`src/hdl/qwmi_pkg.sv`:
```
package qwmi_pkg;

    localparam int DEFAULT_CAPACITY = 256;
    localparam int VALUE_W = 32;
    localparam int OCC_W = 9;

    typedef enum logic [1:0] {
        CMD_APPEND = 2'd0,
        CMD_INSERT = 2'd1,
        CMD_POP    = 2'd2
    } command_t;

    typedef enum logic [1:0] {
        ST_OK    = 2'd0,
        ST_EMPTY = 2'd1,
        ST_FULL  = 2'd2
    } status_t;

    typedef logic signed [VALUE_W-1:0] value_t;
    typedef logic [OCC_W-1:0] occ_t;

    typedef struct packed {
        logic [1:0] command;
        value_t     value;
    } request_t;

    typedef struct packed {
        value_t     popped_value;
        logic [1:0] status;
        occ_t       occupancy;
    } result_t;

    typedef enum logic [1:0] {
        OP_NONE   = 2'd0,
        OP_POP    = 2'd1,
        OP_INSERT = 2'd2
    } cell_kind_t;

    typedef struct packed {
        cell_kind_t kind;
        value_t     value;
    } cell_op_t;

endpackage

```
`src/hdl/qwmi_ctrl.sv`:
```
module qwmi_ctrl #(
    parameter int CAPACITY = qwmi_pkg::DEFAULT_CAPACITY,
    parameter int IDX_W = $clog2(CAPACITY),
    parameter int CNT_W = $clog2(CAPACITY + 1)
) (
    input  logic                clk,
    input  logic                rst_n,
    input  logic                accept,
    input  qwmi_pkg::request_t  request,
    input  qwmi_pkg::value_t    head_data,
    output qwmi_pkg::cell_op_t  op,
    output logic [IDX_W-1:0]    pos,
    output logic                done,
    output qwmi_pkg::result_t   result
);

    logic [CNT_W-1:0]  count_reg;
    logic [CNT_W-1:0]  count_next;
    logic              done_reg;
    qwmi_pkg::result_t result_reg;
    qwmi_pkg::result_t result_next;
    logic [CNT_W-1:0]  half_up;
    logic              full;
    logic              empty;

    assign full = (count_reg == CNT_W'(CAPACITY));
    assign empty = (count_reg == '0);
    assign half_up = CNT_W'((count_reg + CNT_W'(1)) >> 1);

    always_comb
    begin
        count_next = count_reg;
        op.kind = qwmi_pkg::OP_NONE;
        op.value = request.value;
        pos = IDX_W'(count_reg);
        result_next.popped_value = '0;
        result_next.status = qwmi_pkg::ST_OK;
        if (accept)
        begin
            case (request.command)
                qwmi_pkg::CMD_APPEND, qwmi_pkg::CMD_INSERT:
                begin
                    if (full)
                    begin
                        result_next.status = qwmi_pkg::ST_FULL;
                    end
                    else
                    begin
                        op.kind = qwmi_pkg::OP_INSERT;
                        if (request.command == qwmi_pkg::CMD_INSERT)
                        begin
                            pos = IDX_W'(half_up);
                        end
                        count_next = count_reg + CNT_W'(1);
                    end
                end
                qwmi_pkg::CMD_POP:
                begin
                    if (empty)
                    begin
                        result_next.status = qwmi_pkg::ST_EMPTY;
                    end
                    else
                    begin
                        op.kind = qwmi_pkg::OP_POP;
                        result_next.popped_value = head_data;
                        count_next = count_reg - CNT_W'(1);
                    end
                end
                default:
                begin
                    count_next = count_reg;
                end
            endcase
        end
        result_next.occupancy = qwmi_pkg::occ_t'(count_next);
    end

    always_ff @(posedge clk or negedge rst_n)
    begin
        if (!rst_n)
        begin
            count_reg <= '0;
            done_reg <= 1'b0;
        end
        else
        begin
            count_reg <= count_next;
            done_reg <= accept;
        end
    end

    always_ff @(posedge clk)
    begin
        result_reg <= result_next;
    end

    assign done = done_reg;
    assign result = result_reg;

endmodule

```
`config.mk`:
```
export PLATFORM = sky130hd
export DESIGN_NAME = qwmi_ctrl
export DESIGN_NICKNAME = d
export VERILOG_FILES = /design/src/hdl/qwmi_pkg.sv /design/src/hdl/qwmi_ctrl.sv
export SDC_FILE = /design/constraint.sdc
export NUM_CORES = 1
export LEC_CHECK = 0
export ABC_AREA = 0
export BUFFER_PORTS_ARGS = -buffer_cell sky130_fd_sc_hd__buf_2
export CORE_MARGIN = 2
export CORE_UTILIZATION = 45
export CTS_CLUSTER_SIZE = 14
export DETAILED_ROUTE_END_ITERATION = 10
export PLACE_DENSITY = 0.89
export SLEW_MARGIN = 20
export SYNTH_ARGS = -nofsm -noshare
export SYNTH_HDL_FRONTEND = slang
export SYNTH_SLANG_ARGS = --single-unit
```
`constraint.sdc`:
```
create_clock -name clk -period 2.6 [get_ports clk]
set_input_delay 0.26 -clock clk [delete_from_list [all_inputs] [get_ports clk]]
set_output_delay 0.26 -clock clk [all_outputs]
set_load 0.005 [all_outputs]
```
After elaboration in Yosys (flattened, before gate mapping)
Cells that the tools add are included.
- register bits: 53
- input bits: 69
- output and inout port bits: 86
- $add $sub $neg: 2
- eq/ne operators: 3
- multiplexer cells: 15
- bitwise operators: 2
- reduce and logical (&&, ||, !) cells: 4
- operator list (operator ; number):
    $mux 8 ; 4
    $mux 9 ; 3
    $pmux 9 s2 ; 1
    $add 9x1->9 const B ; 1
    $eq 9x9->1 const B ; 1
    $logic_not 9->1 ; 1
    $sub 9x1->9 const B ; 1
    $pmux 2 s2 ; 2
    $mux 2 ; 3
    $reduce_or 3->1 ; 1
    $eq 2x1->1 const B ; 1
    $eq 2x2->1 const B ; 1
    $logic_not 2->1 ; 1
    $mux 1 ; 2
    $not 1->1 ; 2
    $reduce_or 2->1 ; 1

Longest topological paths before layout
- depth after elaboration: 5
- mapped depth: 7

Least setup slack after synthesis
OpenSTA, ideal clock, no wires.
- path type: register to output
- start: reg count_reg[0]
- end: out pos[4]
- arrival: 1657 ps
- path slack: 683 ps
- stages on the path, launching flop included: 8
- buffers on the path: 1
- cell sequence: dfrtp_1 > inv_1 > ha_1 > and4bb_2 > a211oi_4 > buf_4 > nor2_1 > a21oi_1
- cells in the longest elaborated chain, start to end: 5
- ends and longest elaborated chain (what ; RTL line ; text):
    start: declaration ; qwmi_ctrl.sv:17 ; logic [CNT_W-1:0] count_reg;
    start signal: assignment ; qwmi_ctrl.sv:88 ; count_reg <= count_next;
    $add 9x1->9 ; qwmi_ctrl.sv:28 ; assign half_up = CNT_W'((count_reg + CNT_W'(1)) >> 1);
    $mux 8 ; qwmi_ctrl.sv:50 ; if (request.command == qwmi_pkg::CMD_INSERT)
    $mux 8 * ; qwmi_ctrl.sv:43 ; if (full)
    $mux 8 * ; qwmi_ctrl.sv:40 ; case (request.command)
    $mux 8 * ; qwmi_ctrl.sv:38 ; if (accept)
    end: declaration ; qwmi_ctrl.sv:12 ; output logic [IDX_W-1:0] pos,
Every way passes the cells marked *; elsewhere a longest branch is shown, timed or not.

Final worst setup path
- start: reg count_reg[5]
- end: out pos[2]
- cells in the longest elaborated chain, start to end: 4
- ends and longest elaborated chain (what ; RTL line ; text):
    $eq 9x9->1 ; qwmi_ctrl.sv:26 ; assign full = (count_reg == CNT_W'(CAPACITY));
    $mux 8 ; qwmi_ctrl.sv:43 ;
    $mux 8 ; qwmi_ctrl.sv:40 ;
    $mux 8 ; qwmi_ctrl.sv:38 ;
No other way between the ends.

==> impl_metrics.env <==
export IMPL_status="finished clean"
export IMPL_crit_required_ps=2340
export IMPL_synthArstFlopShare_pct=18.9
export IMPL_port_buffers=90
export IMPL_grt_pass1_vias=1705
export IMPL_dr_first_iter_drc_count=217
export IMPL_end_kind="output port"
export IMPL_synth_nets=303
export IMPL_dr_total_vias=1786
export IMPL_netlist_cell_type_count=49
export IMPL_pin_count=155
export IMPL_power_density_mw_per_mm2=871
export IMPL_clock_skew_ps=10.1
export IMPL_cts_made_buffers=5
export IMPL_fillCellCount=469
export IMPL_area_growth_pct=16.5
export IMPL_cts_tree="built"
export IMPL_synth_ff_latch_count=53
export IMPL_yosys_area_top_type="dfxtp_1"
export IMPL_cts_max_level=2
export IMPL_largest_register_ffs=43
export IMPL_viasPerCell=4.96
export IMPL_fin_crit_ps=2400
export IMPL_maxCapViolCount=0
export IMPL_cp_arrival_ps=2140
export IMPL_grt_ovfl_total=0
export IMPL_min_from="head_data[27]"
export IMPL_drive_gt1_share_pct=37.9
export IMPL_fp_row_count=26
export IMPL_fin_ws_ps=202
export IMPL_place_hpwl_um=3590
export IMPL_rsz0062_at_grt="false"
export IMPL_place_ws_ps=212
export IMPL_switching_share_pct=35.8
export IMPL_drt_wl_total_um=4750
export IMPL_clk_latency_ps=300
export IMPL_cts_max_path_buffers=2
export IMPL_diodes=0
export IMPL_busiest_layer="met2"
export IMPL_fp_dieH_um=75.5
export IMPL_synth_commonest_cells="dfxtp_1 (43), buf_4 (34), and2_1 (33), nor2_1 (15), dfrtp_1 (10)"
export IMPL_max_slew_margin_rel_pct=58.8
export IMPL_clock_sinks=53
export IMPL_r2r_end="count_reg[0]"
export IMPL_coreArea_mm2=0.00501
export IMPL_finalHoldViolCount=0
export IMPL_r2r_slack_ps=530
export IMPL_combPwrFrac_pct=32.8
export IMPL_synth_edff_count=0
export IMPL_finalSetupViolCount=0
export IMPL_tns_ps=0
export IMPL_grt_pass1_wl_um=7630
export IMPL_finalWeightedCongestion=0.838
export IMPL_fmax_ghz=0.417
export IMPL_path_max_fanout=14
export IMPL_p_seq_share_pct=47.3
export IMPL_synth_most_common_cell="dfxtp_1"
export IMPL_clk_pin_slew_ps=100
export IMPL_maxSlewViolCount=0
export IMPL_hp_class="input pin to flop"
export IMPL_p_int_mw=1.50
export IMPL_r2r_start="count_reg[0]"
export IMPL_synth_warnings=0
export IMPL_cts_root_buffer_cell="clkbuf_8"
export IMPL_synthFlopType="dfxtp_1"
export IMPL_peakVddDrop_mv=0.391
export IMPL_drc=0
export IMPL_initial_core_util_pct=45.9
export IMPL_nNetsFinal=360
export IMPL_path_delay_family="simple AND/OR/NAND/NOR gates"
export IMPL_worst_setup_path_start_kind="flop"
export IMPL_die_area_mm2=0.00570
export IMPL_ys_seq_area_share_pct=48.3
export IMPL_worstPathCellList="nor4_4 > a211oi_4 > buf_12 > nand2b_1 > o211ai_1 > buf_2"
export IMPL_syn_inst=232
export IMPL_grtUsageMet1_pct=20.8
export IMPL_slowest_delay_ps=620
export IMPL_syn_area_mm2=0.00230
export IMPL_wl_per_cell_um=13.2
export IMPL_rr_worst_depth=6
export IMPL_cp_buffers_inverters=2
export IMPL_syn_avg_cell_area_um2=9.91
export IMPL_fin_crit_sh_pct=92.2
export IMPL_grt_max_degree=35
export IMPL_grtUsageMet3_pct=7.14
export IMPL_slowest_stage="nor4_4"
export IMPL_min_to="result[38]"
export IMPL_p_leak_nw=1.27
export IMPL_clkPwrFrac_pct=19.8
export IMPL_grt_util_met2_pct=27.9
export IMPL_grt_usage_pct=17.6
export IMPL_drt_pass1_iter_count=4
export IMPL_min_path_cells=2
export IMPL_synth_top_area_share_pct=37.4
export IMPL_grt_antenna_before_repair=0
export IMPL_p_switching_uw=837
export IMPL_whs_ps=149
export IMPL_drtAntennaViolNets=0
export IMPL_die_w_um=75.5
export IMPL_path_class="flop to output port"
export IMPL_worstMarginPinSlew_ps=617
export IMPL_yosys_top_cells_area="dfxtp_1 (37%), buf_4 (11%), dfrtp_1 (11%), and2_1 (9.0%), nor2_1 (2.4%)"
-- repair_timing --
item                       CTS  global route
setup endpoints to repair    1             8
buffers inserted             0             1
resized for setup            1             0
pin swaps                    0             1
hold buffers                 1             0
hold endpoints to repair    10             0
-- cells in the final DEF (no fill, tap or decap), types with 2 or more instances in the layout --
cell	instances
o21ai_0	2
nor2_1	15
nor3_1	2
nand3_1	7
o211ai_1	2
inv_1	8
a21oi_1	9
buf_2	90
and2_1	33
o221ai_1	2
ha_1	2
a32o_1	2
buf_4	2
clkbuf_8	5
xnor2_1	5
a31oi_1	2
nand2b_1	5
mux2i_1	2
nand2_1	9
dfrtp_1	10
dfxtp_1	43
-- worst register-to-register path: stages, from the launching register on --
cell	delay, ps
dfrtp_1	450
inv_1	100
ha_1	200
nor4b_2	540
a21oi_4	290
nor2_1	240
xnor2_1	160
-- final cells by class --
type	instances	area [um2]	area share (%)
timing repair buffer	94	495	18.5
clock inverter	3	23.8	0.887
inverter	8	30.0	1.12
tap	70	87.6	3.27
sequential	53	1110	41.5
multi-input combinational	127	863	32.2
clock buffer	5	68.8	2.57
-- stage by stage --
step | std cells | utilization [%] | instance area [um2] | power, mW
after floorplan | 232 | - | 2300 | 1.64
after global placement | 350 | 50.9 | 2550 | 1.84
after detailed placement | 350 | 50.9 | 2550 | 1.87
after CTS | 359 | 53.1 | 2660 | 2.34
after global routing | 360 | 53.5 | 2680 | 2.49
final | 360 | 53.5 | 2680 | 2.33
-- power by group through the flow --
stage | Clock (mW) | Sequential, mW | Combinational [mW]
after floorplan | 0 | 1.06 | 0.585
after global routing | 0.523 | 1.13 | 0.842
after detailed placement | 0 | 1.12 | 0.747
final | 0.463 | 1.10 | 0.767
after global placement | 0 | 1.12 | 0.726
after CTS | 0.481 | 1.10 | 0.757
-- per-layer routing --
layer | share of wire (%) | wire length, um
met1 | 40 | 1900
met2 | 48 | 2270
met3 | 9.8 | 466
met4 | 2.6 | 122
met5 | 0 | 0
-- worst max path at each step --
stage	cells past startpoint	start	end	slack, ps
global route	6	count_reg[5]	pos[2]	40
global placement	6	count_reg[0]	count_reg[1]	320
finish	6	count_reg[5]	pos[2]	200
floorplan	7	count_reg[0]	pos[4]	680
detailed placement	6	count_reg[0]	count_reg[1]	210
CTS	7	count_reg[0]	pos[6]	50
-- logic make-up (layout without fill, tap and decap cells) --
group | after synthesis | after routing | synth area share [%]
DFF | 53 | 53 | 48.3
xor gates and xnor gates | 6 | 6 | 2.29
AOI/OAI and AO/OA | 35 | 35 | 11.6
adders and majority gates | 2 | 2 | 1.09
and+or+nand+nor | 82 | 82 | 21.3
buffers and inverters | 52 | 110 | 14.5
muxes | 2 | 2 | 0.871
Note: power is estimated with default switching activity, not from simulation.
