File: src/hdl/qwmi_pkg.sv
package qwmi_pkg;

    localparam int DEFAULT_CAPACITY = 256;
    localparam int VALUE_W = 32;
    localparam int OCC_W = 9;

    typedef enum logic [1:0] {
        CMD_APPEND = 2'd0,
        CMD_INSERT = 2'd1,
        CMD_POP    = 2'd2
    } command_t;

    typedef enum logic [1:0] {
        ST_OK    = 2'd0,
        ST_EMPTY = 2'd1,
        ST_FULL  = 2'd2
    } status_t;

    typedef logic signed [VALUE_W-1:0] value_t;
    typedef logic [OCC_W-1:0] occ_t;

    typedef struct packed {
        logic [1:0] command;
        value_t     value;
    } request_t;

    typedef struct packed {
        value_t     popped_value;
        logic [1:0] status;
        occ_t       occupancy;
    } result_t;

    typedef enum logic [1:0] {
        OP_NONE   = 2'd0,
        OP_POP    = 2'd1,
        OP_INSERT = 2'd2
    } cell_kind_t;

    typedef struct packed {
        cell_kind_t kind;
        value_t     value;
    } cell_op_t;

endpackage

File: src/hdl/qwmi_cell.sv
module qwmi_cell #(
    parameter int IDX_W = 8,
    parameter int INDEX = 0
) (
    input  logic               clk,
    input  qwmi_pkg::cell_op_t op,
    input  logic [IDX_W-1:0]   pos,
    input  qwmi_pkg::value_t   left_data,
    input  qwmi_pkg::value_t   right_data,
    output qwmi_pkg::value_t   data
);

    localparam logic [IDX_W-1:0] MY_INDEX = IDX_W'(INDEX);

    qwmi_pkg::value_t data_reg;
    qwmi_pkg::value_t data_next;

    always_comb
    begin
        data_next = data_reg;
        case (op.kind)
            qwmi_pkg::OP_POP:
            begin
                data_next = right_data;
            end
            qwmi_pkg::OP_INSERT:
            begin
                if (MY_INDEX == pos)
                begin
                    data_next = op.value;
                end
                else if (MY_INDEX > pos)
                begin
                    data_next = left_data;
                end
            end
            default:
            begin
                data_next = data_reg;
            end
        endcase
    end

    always_ff @(posedge clk)
    begin
        data_reg <= data_next;
    end

    assign data = data_reg;

endmodule

File: config.mk
export PLATFORM = sky130hd
export DESIGN_NAME = qwmi_cell
export DESIGN_NICKNAME = d
export VERILOG_FILES = /design/src/hdl/qwmi_pkg.sv /design/src/hdl/qwmi_cell.sv
export SDC_FILE = /design/constraint.sdc
export NUM_CORES = 1
export LEC_CHECK = 0
export ABC_CLOCK_PERIOD_IN_PS = 3500
export BUFFER_PORTS_ARGS = -buffer_cell sky130_fd_sc_hd__buf_2
export CELL_PAD_IN_SITES_DETAIL_PLACEMENT = 0
export CELL_PAD_IN_SITES_GLOBAL_PLACEMENT = 1
export CORE_AREA = 2 2 76 97
export CTS_CLUSTER_SIZE = 14
export DETAILED_ROUTE_END_ITERATION = 16
export DIE_AREA = 0 0 78 99
export HOLD_SLACK_MARGIN = 0.1
export PLACE_DENSITY_LB_ADDON = 0.1
export SYNTH_ARGS = -nofsm -noshare
export SYNTH_HDL_FRONTEND = slang
export SYNTH_SLANG_ARGS = --single-unit
export TNS_END_PERCENT = 10
File: constraint.sdc
create_clock -name clk -period 3.5 [get_ports clk]
set_input_delay 0.7 -clock clk [delete_from_list [all_inputs] [get_ports clk]]
set_output_delay 0.7 -clock clk [all_outputs]
set_load 0.01 [all_outputs]
# == After elaboration in Yosys (flattened, before gate mapping) ==
# Cells that the tools add are included.
# Widths: inputs -> output; s select.
# totals
ff_bits,32
in_bits,107
elab_cells,11
# classes
order_cmp,1
eq_ne,3
muxes,3
n_reduce_logical,3
# op_table
operator,n
$mux 32,2
$pmux 32 s2,1
$gt 1x8->1 const A,1
$logic_not 8->1,1
$ne 3x3->1 const B,1
$eq 2x1->1 const B,1
$eq 2x2->1 const B,1
$reduce_and 2->1,1
$reduce_bool 2->1,1

# == Longest topological paths before layout ==
# Gate-level depths: netlist of the first run.
# logic_depth
depth_word,4
depth_mapped,5
depth_no_buf,3

# == Least setup slack after synthesis of the first run ==
# OpenSTA, ideal clock, no wires.
# synth_path
kind,input port to flip-flop
from,input port pos[5]
to,register data_reg[0] (netlist: data[0]) (enable)
setup_ps,425
arrival_time_ps,2471
t_required_ps,3075
path_slack_ps,604
cell_stages,4
n_path_buf,1
cell_sequence,nor4_2 > buf_4 > nand3_1 > o21ai_1
# synth_via
elab_chain_len,3
# synth_lines
element,line,rtl
from (decl),qwmi_cell.sv:7,"input logic [IDX_W-1:0] pos,"
$gt 1x8->1 or $logic_not 8->1 (tied branches),"qwmi_cell.sv:32, qwmi_cell.sv:28",
$ne 3x3->1 (no source line) (*),n/a,
$reduce_and 2->1 (no source line) (*),n/a,
to (signal assigned),qwmi_cell.sv:46,data_reg <= data_next;
to (decl),qwmi_cell.sv:15,qwmi_pkg::value_t data_reg;
# Mark *: on every way between the ends. The rest lies on a longest branch, timed or not.
# A chain may end at the register's enable or synchronous reset.

# == Final worst setup path of the first run ==
# layout_path
from,input port pos[5]
to,register data_reg[21] (netlist: data[21]) (enable)
# The elaborated chain is that of the path after synthesis.

==> flow_metrics.tcl, run 1 <==
set metrics [dict create \
    status "completed" \
    wire_per_inst_um 14.69 \
    synthTopCellsByCount "nand3_1, o21ai_1, a31oi_1, edfxtp_1, nor2_1" \
    synth_top_cell_by_area "edfxtp_1" \
    critical_path_class "in2reg" \
    avgSynthCellArea_um2 9.575 \
    cp_data_arrival_time_ps 1890 \
    powerDensity_mw_per_mm2 353.4 \
    multi_input_area_um2 740.7 \
    areaGrowthSynthToFinish_pct 46.96 \
    vias 1929 \
    io_buffers 138 \
    hold_class "in2reg" \
    core_mm2 0.006807 \
    cpLargestDelayFamily "buffers and inverters" \
    final_net_count 424 \
    p_leak_nw 1.067 \
    cts_tree "yes" \
    syn_area_mm2 0.001790 \
    antenna_found_initial 0 \
    syn_inst 187 \
    grt_usage_pct 15.41 \
    dpl.hpwl_um 4294 \
    drt-pass1-iter-count 4 \
    dieArea_mm2 0.007722 \
    synth_edf_count 32 \
    rsz0062_at_grt "false" \
    grt_first_pass_wirelength_um 9287 \
    drv_slew 0 \
    fin_crit_sh_pct 53.98 \
    synthTopCellsByArea "edfxtp_1, a31oi_1, nand3_1" \
    n_antenna_cell 0 \
    setup_viol 0 \
    start_kind "input port" \
    register_area_um2 960.9 \
    cts_max_level 2 \
    clock-sinks 32 \
    drive_gt1_share_pct 49.06 \
    critPathMaxStageDelay_ps 320 \
    crit_fanout 21 \
    setup_tns_ps 0 \
    yosys_most_used_dff "edfxtp_1" \
    ys_ff_latch 32 \
    clk_path_buf_depth 2 \
    cts.clk_slew.worst_paths_ps 70 \
    wl_um 5995 \
    rows 34 \
    async_reset_ff_share_pct 0 \
    hold_viol_final 0 \
    n_fill_cell 753 \
    crit_chain "buf_2, nor4_4, nand3_1, o21ai_4, buf_4" \
    relSlewSlack_pct 53.65 \
    viasPerCell 4.728 \
    synth_top_area_share_pct 53.67 \
    yosysWarnings 0 \
    grt_max_degree 65 \
    cts-root-buf "clkbuf_8" \
    die_h_um 99 \
    drt_iter0_markers 54 \
    finalCoreUtilization_pct 38.66 \
    required_ps 3500 \
    fp.dieW_um 78 \
    grt_pass1_vias 1920 \
    slowest_stage "buf_4" \
    drc 0 \
    cap_violations 0 \
    pin_count 139 \
    start_util_pct 26.31 \
    largest_register_ffs 32 \
    hold_buffers 0 \
    ir_drop_mv 0.1361 \
    place.gp.congestion 0.7115 \
    numCtsBuffers 5 \
    synthDistinctLibCells 13 \
    yosysSeqAreaShare_pct 53.67 \
    clock.fmax_ghz 0.5293 \
    critical_path.endpoint_type "register" \
    postRouteAntennaNets 0 \
    syn-num-nets 294 \
    worst_pin_slew_ps 692.6 \
    cts_setup_buffers 0 \
    crit_buf_inv 2 \
    fin_crit_ps 1889 \
    globalRoute.totalOverflow 0 \
    ctsResizeCount 0 \
]
[worst paths after layout]
| kind | startpoint | to | slack (ps) | cells past startpoint |
|---|---|---|---|---|
| min | right_data[14] | data[14] | 760 | 3 |
| max | pos[5] | data[21] | 1610 | 5 |
[layout make-up]
class                   count  area share (%)
well taps                  90           4.280
multi-input cells         135           28.15
repair buffers            142           27.39
clock inverters             3          0.9035
flip-flops and latches     32           36.52
inverters                   1          0.1427
clock buffers               5           2.615
[kinds of logic (layout without fill, tap and decap cells)]
logic type      count (synthesis)  in the layout  share of synthesized area (%)
buf+inv                        20            151                          6.988
compound gates                 65             65                          20.41
simple gates                   70             70                          18.94
flops                          32             32                          53.67
[placed cells by master, fill, tap and decap left out]
cell        instances
clkbuf_8            5
o21ai_4             1
nand3_1            33
nor4_4              2
clkinvlp_4          2
edfxtp_1           32
nor2_1             32
inv_1               1
clkinv_4            1
nor2b_4             1
buf_2             138
buf_4               4
o21ai_1            32
or4_4               2
a31oi_1            32
[routing by layer]
layer	wire length [um]	vias up	part of all wire [%]	global-route usage, %
met3	519	5	8.7	4.670
met1	2265	869	38	17.44
met2	3135	80	52	27.59
met4	74	0	1.2	4.858
met5	0	-	0	0
li1	-	975	-	-
[report_power, final]
part	internal (mW)	switching, mW
registers	0.457	0.00656
clock network	0.140	0.145
logic	0.0857	0.0953
[metrics by stage]
stage | std cells | setup slack (ps) | total power [mW] | hold slack (ps) | area, um2
2_1_floorplan | 187 | 603.8 | 0.5531 | 954.2 | 1790
3_3_place_gp | 400 | 1284 | 0.6579 | 1051 | 2539
3_5_place_dp | 400 | 1277 | 0.6571 | 1060 | 2539
4_1_cts | 408 | 1599 | 0.9455 | 757.2 | 2631
5_1_grt | 408 | 1484 | 0.9810 | 762.6 | 2631
6_report | 408 | 1611 | 0.9300 | 763.6 | 2631
[worst min-delay path, delay by kind of cell]
family,cells,cell delay [ps]
buffers and inverters,1,70
AND/OR/NAND/NOR,1,30
AO/OA/AOI/OAI,1,120
Power figures use the tool's default switching activity.
==> inputs of run 2 (changes only) <==
--- a/config.mk
+++ b/config.mk
@@ -5,14 +5,15 @@
 export SDC_FILE = /design/constraint.sdc
 export NUM_CORES = 1
 export LEC_CHECK = 0
-export ABC_CLOCK_PERIOD_IN_PS = 3500
+export ABC_AREA = 1
+export ABC_CLOCK_PERIOD_IN_PS = 1900
 export BUFFER_PORTS_ARGS = -buffer_cell sky130_fd_sc_hd__buf_2
 export CELL_PAD_IN_SITES_DETAIL_PLACEMENT = 0
 export CELL_PAD_IN_SITES_GLOBAL_PLACEMENT = 1
-export CORE_AREA = 2 2 76 97
+export CORE_AREA = 2 2 79 100
 export CTS_CLUSTER_SIZE = 14
 export DETAILED_ROUTE_END_ITERATION = 16
-export DIE_AREA = 0 0 78 99
+export DIE_AREA = 0 0 81 102
 export HOLD_SLACK_MARGIN = 0.1
 export PLACE_DENSITY_LB_ADDON = 0.1
 export SYNTH_ARGS = -nofsm -noshare
==> constraint.sdc (replaced) <==
create_clock -name clk -period 1.9 [get_ports clk]
set_input_delay 0.38 -clock clk [delete_from_list [all_inputs] [get_ports clk]]
set_output_delay 0.38 -clock clk [all_outputs]
set_load 0.01 [all_outputs]
==> run 2 against run 1 <==
  * Synthesized cell count up 34%
  * Critical path type unchanged
  * Cell count up 18%
  * Cell area up 8.9%
  * Die area up 7.0%
  * Routed wire length up 3.8%
  * Sequential share of layout area down 3.0 points
  * Area after synthesis up 11%
  * Worst setup slack worse by 1000 ps
  * First-iteration DRC count down 7.4%
  * Critical endpoint is now data[26]
  * Power up 82%
  * Global-route usage about the same
  * Flip-flop and latch count unchanged
==> flow_metrics.tcl, run 2 <==
set metrics [dict create \
    cts_tree "yes" \
    die_h_um 102 \
    hold_class "in2reg" \
    synth_xor_xnor_area_share_pct 0 \
    yosys.area_share.adder_pct 0 \
    syn_area_mm2 0.001988 \
    grt_usage_pct 15.46 \
    cts_max_level 2 \
    start_kind "input port" \
    cap_violations 0 \
    wl_um 6222 \
    dp_slack_ps 290.0 \
    drive_gt1_share_pct 39.85 \
    ys_ff_latch 32 \
    layout_commonest_cell "buf_2" \
    areaGrowthSynthToFinish_pct 44.12 \
    drt-pass1-iter-count 5 \
    status "completed" \
    yosysMostFrequentCell "nand2_1" \
    setup_slack_ps 605.0 \
    async_reset_ff_share_pct 0 \
    muxShareOfSynthArea_pct 0 \
    cts.clk_slew.worst_paths_ps 70 \
    yosysSeqAreaShare_pct 48.33 \
    start_util_pct 27.35 \
    synth_compound_area_share_pct 12.33 \
    wire_per_inst_um 12.94 \
    register_area_um2 960.9 \
    synth_edf_count 32 \
    grt_first_pass_wirelength_um 9563 \
    synthSimpleGateAreaFrac_pct 28.38 \
    postRouteAntennaNets 0 \
    drt_iter0_markers 50 \
    drv_slew 0 \
    yosysWarnings 0 \
    powerDensity_mw_per_mm2 591.1 \
    worst_pin_slew_ps 369.4 \
    ctsResizeCount 0 \
    synth_top_family_by_area "simple AND/OR/NAND/NOR gates" \
    cts_setup_buffers 0 \
    postPlaceCellArea_mm2 0.002788 \
    setup_tns_ps 0 \
    avgSynthCellArea_um2 7.921 \
    layout_common_cells "buf_2, nand2_1, inv_1" \
    slowest_stage "buf_4" \
    fp.dieW_um 81 \
    cpLargestDelayFamily "simple AND/OR/NAND/NOR gates" \
    n_antenna_cell 0 \
    synthDistinctLibCells 12 \
    final_net_count 496 \
    antenna_found_initial 0 \
    rsz0062_at_grt "false" \
    crit_buf_inv 2 \
    grt_pass1_vias 2042 \
    crit_chain "buf_2, nor2_1, nand2_2, nor2_4, nand2_1, o21ai_4, buf_4" \
    p_leak_nw 1.453 \
    drc 0 \
    fin_crit_ps 1295 \
    synth_top_area_share_pct 48.33 \
    cts-root-buf "clkbuf_8" \
    required_ps 1870 \
    final_cell_count_no_fill 481 \
    clock.fmax_ghz 0.7722 \
    fin_crit_sh_pct 68.16 \
    dpl.hpwl_um 4491 \
    pin_count 139 \
    critPathMaxStageDelay_ps 270 \
    place.gp.congestion 0.7451 \
    multi_input_area_um2 820.8 \
    numCtsBuffers 5 \
    rows 35 \
    dp.cells 474 \
    synthTopCellsByArea "edfxtp_1, nand2_1, o21bai_1" \
    final_cell_area_mm2 0.002865 \
    synth_top_cell_by_area "edfxtp_1" \
    n_fill_cell 821 \
    largest_register_ffs 32 \
    critical_path_class "in2reg" \
    crit_fanout 16 \
    ir_drop_mv 0.2190 \
    clk_path_buf_depth 2 \
    core_mm2 0.007269 \
    yosys_most_used_dff "edfxtp_1" \
    hold_ws_ps 367.2 \
    globalRoute.totalOverflow 0 \
    syn_inst 251 \
    setup_viol 0 \
    clock-sinks 32 \
    cp_data_arrival_time_ps 1270 \
    dieArea_mm2 0.008262 \
    vias 2067 \
    synthTopCellsByCount "nand2_1, inv_1, edfxtp_1, nand3_1, o21bai_1" \
    hold_viol_final 0 \
    relSlewSlack_pct 75.37 \
    critical_path.endpoint_type "register" \
    grt_max_degree 33 \
    syn-num-nets 358 \
    viasPerCell 4.297 \
    io_buffers 138 \
    hold_buffers 0 \
]
-- run 2: cell count changes after synthesis, sizes merged, moves of 27 or more --
cell,before,now
inv,1,34
nor2,32,5
o21bai,0,32
o21ai,33,1
a31oi,32,0
nand2,0,100
-- run 2: final cells by class --
type / instances / share of cell area, %
Timing Repair Buffer: 146 / 26.64
Multi-Input combinational cell: 170 / 28.65
Tap cell: 92 / 4.017
Sequential cell: 32 / 33.54
Inverter: 34 / 4.454
Clock inverter: 1 / 0.1747
Clock buffer: 6 / 2.533
-- run 2: logic make-up after synthesis --
group	count (synthesis)
compound gates	33
simple gates	137
flops	32
buf+inv	49
-- run 2: path summary, 6_finish.rpt --
path                       end          start  depth (start not counted)  slack (ps)
worst max-delay path  data[26]         pos[4]                          7         610
worst min-delay path   data[8]  right_data[8]                          3         370
-- run 2: metrics by stage --
| stage | utilization [%] | power, mW |
|---|---|---|
| detailed placement | 38.35 | 1.227 |
| global placement | 38.35 | 1.228 |
| CTS | 39.41 | 1.730 |
| finish | 39.41 | 1.694 |
| global route | 39.41 | 1.805 |
| floorplan | - | 1.033 |
-- run 2: where the power goes --
group | switching (mW) | internal (mW) | total [mW]
sequential | 0.0108 | 0.842 | 0.853
combinational | 0.177 | 0.174 | 0.351
clock | 0.241 | 0.249 | 0.490
-- run 2: layer usage --
layer	up-vias	track usage (%)	wire, um
li1	1075	-	-
met3	6	3.975	472
met4	0	4.824	80
met2	81	28.42	3244
met5	-	0	0
met1	905	17.27	2423
==> inputs of run 3 (changes only) <==
--- a/config.mk
+++ b/config.mk
@@ -6,7 +6,7 @@
 export NUM_CORES = 1
 export LEC_CHECK = 0
 export ABC_AREA = 1
-export ABC_CLOCK_PERIOD_IN_PS = 1900
+export ABC_CLOCK_PERIOD_IN_PS = 1300
 export BUFFER_PORTS_ARGS = -buffer_cell sky130_fd_sc_hd__buf_2
 export CELL_PAD_IN_SITES_DETAIL_PLACEMENT = 0
 export CELL_PAD_IN_SITES_GLOBAL_PLACEMENT = 1
==> constraint.sdc (replaced) <==
create_clock -name clk -period 1.3 [get_ports clk]
set_input_delay 0.26 -clock clk [delete_from_list [all_inputs] [get_ports clk]]
set_output_delay 0.26 -clock clk [all_outputs]
set_load 0.01 [all_outputs]
==> run 3 against run 2 <==
  * Count of clock-buffer cells in the layout increased by 1
  * Cell count increased by 1.0%
  * Global-route usage decreased by 0.85 points
  * Non-clock buffer count grew 4
  * Worst hold slack got worse by 120 ps
  * Utilization up 1.2 points
  * Power is 48% higher
  * Cell area up 3.1%
  * Critical endpoint is now data[20]
==> flow_metrics.tcl, run 3 (synthesis gave the netlist of run 2 again) <==
set metrics [dict create \
    status "completed" \
    postRouteAntennaNets 0 \
    setup_viol 0 \
    crit_path_frequent_cell "nor2_4" \
    cts-root-buf "clkbuf_8" \
    drv_slew 0 \
    core_mm2 0.007269 \
    cts_max_level 2 \
    grt_pass1_vias 2100 \
    cp_data_arrival_time_ps 1090 \
    globalRoute.totalOverflow 0 \
    wire_per_inst_um 12.44 \
    vias 2109 \
    grt_usage_pct 14.61 \
    clk_path_buf_depth 2 \
    p_leak_nw 1.494 \
    fp.dieW_um 81 \
    clock-sinks 32 \
    hold_class "in2reg" \
    drive_gt1_share_pct 41.62 \
    start_kind "input port" \
    crit_buf_inv 2 \
    critical_path.endpoint_type "register" \
    dpl.hpwl_um 4479 \
    powerDensity_mw_per_mm2 846.3 \
    cts.clk_slew.worst_paths_ps 70 \
    numCtsBuffers 5 \
    antenna_found_initial 0 \
    hold_buffers 0 \
    clock.fmax_ghz 0.9048 \
    critPathMaxStageDelay_ps 200 \
    ir_drop_mv 0.3651 \
    place.gp.congestion 0.7170 \
    slowest_stage "nor2_4" \
    n_antenna_cell 0 \
    drt_iter0_markers 81 \
    layout_common_cells "buf_2, nand2_1, inv_1" \
    drc 0 \
    layout_commonest_cell "buf_2" \
    rsz0062_at_grt "false" \
    die_h_um 102 \
    viasPerCell 4.340 \
    critical_path_class "in2reg" \
    final_net_count 500 \
    areaGrowthSynthToFinish_pct 48.52 \
    cap_violations 0 \
    io_buffers 138 \
    crit_fanout 13 \
    worst_pin_slew_ps 382.2 \
    cts_setup_buffers 0 \
    n_fill_cell 804 \
    fin_crit_sh_pct 85.02 \
    drt-pass1-iter-count 4 \
    final_cell_count_no_fill 486 \
    grt_max_degree 33 \
    dp.cells 478 \
    crit_chain "buf_2, nor2_4, nand2_2, nor2_4, nand2_4, o21ai_4, buf_12" \
    grt_first_pass_wirelength_um 9204 \
    ctsResizeCount 0 \
    rows 35 \
    dieArea_mm2 0.008262 \
    pin_count 139 \
    start_util_pct 27.35 \
    finalPower_mw 2.499 \
    cts_tree "yes" \
    required_ps 1290 \
    hold_viol_final 0 \
    wl_um 6048 \
    largest_register_ffs 32 \
    relSlewSlack_pct 74.52 \
    cpLargestDelayFamily "simple AND/OR/NAND/NOR gates" \
    fin_crit_ps 1105 \
]
run 3: changes by cell type in the layout (fill, tap and decap cells not counted):
| cell | change |
|---|---|
| nand2_4 | +1 |
| buf_12 | +2 |
| nor2_2 | +2 |
| nor2_4 | +2 |
| clkinv_1 | +1 |
| nand2_2 | +1 |
| nor2_1 | -4 |
| clkinv_2 | -1 |
| buf_4 | +2 |
| nand2_1 | -2 |
| clkbuf_1 | +1 |
run 3: where the power goes:
| part | total (mW) | switching (mW) | leakage, nW | internal (mW) |
|---|---|---|---|---|
| clock | 0.719 | 0.346 | 0.0399 | 0.372 |
| combinational | 0.532 | 0.265 | 1.16 | 0.267 |
| sequential | 1.25 | 0.0174 | 0.296 | 1.23 |
| total | 2.50 | 0.629 | 1.49 | 1.87 |
run 3: routing by layer:
layer	global-route usage, %	up-vias	share of wire (%)
met1	14.32	943	38
met4	3.911	0	1.0
met5	0	-	0
met2	29.12	77	53
li1	-	1084	-
met3	4.240	5	8.2
run 3: per-stage QoR:
stage	setup WS (ps)	setup TNS (ps)	cell area, um2	hold WS (ps)	util [%]
after floorplan	-170.2	-5445	2029	445.9	-
after global placement	-98.54	-5355	2873	536.8	39.52
after detailed placement	-117.9	-6482	2873	536.7	39.52
after CTS	179.3	0	2953	239.0	40.62
after global routing	102.8	0	2953	248.4	40.62
final	194.8	0	2953	251.0	40.62
run 3: path summary, 6_finish.rpt:
path / startpoint / end / slack [ps] / cells past startpoint
setup / recovery: pos[0] / data[20] / 190 / 7
hold / removal: right_data[28] / data[28] / 250 / 3
run 3: layout make-up:
class,count,area (um2),area share (%)
flip-flops and latches,32,960.9,32.54
repair buffers,150,818.3,27.71
inverters,34,127.6,4.322
clock buffers,7,76.32,2.585
multi-input cells,170,850.8,28.81
clock inverters,1,3.754,0.1271
well taps,92,115.1,3.898
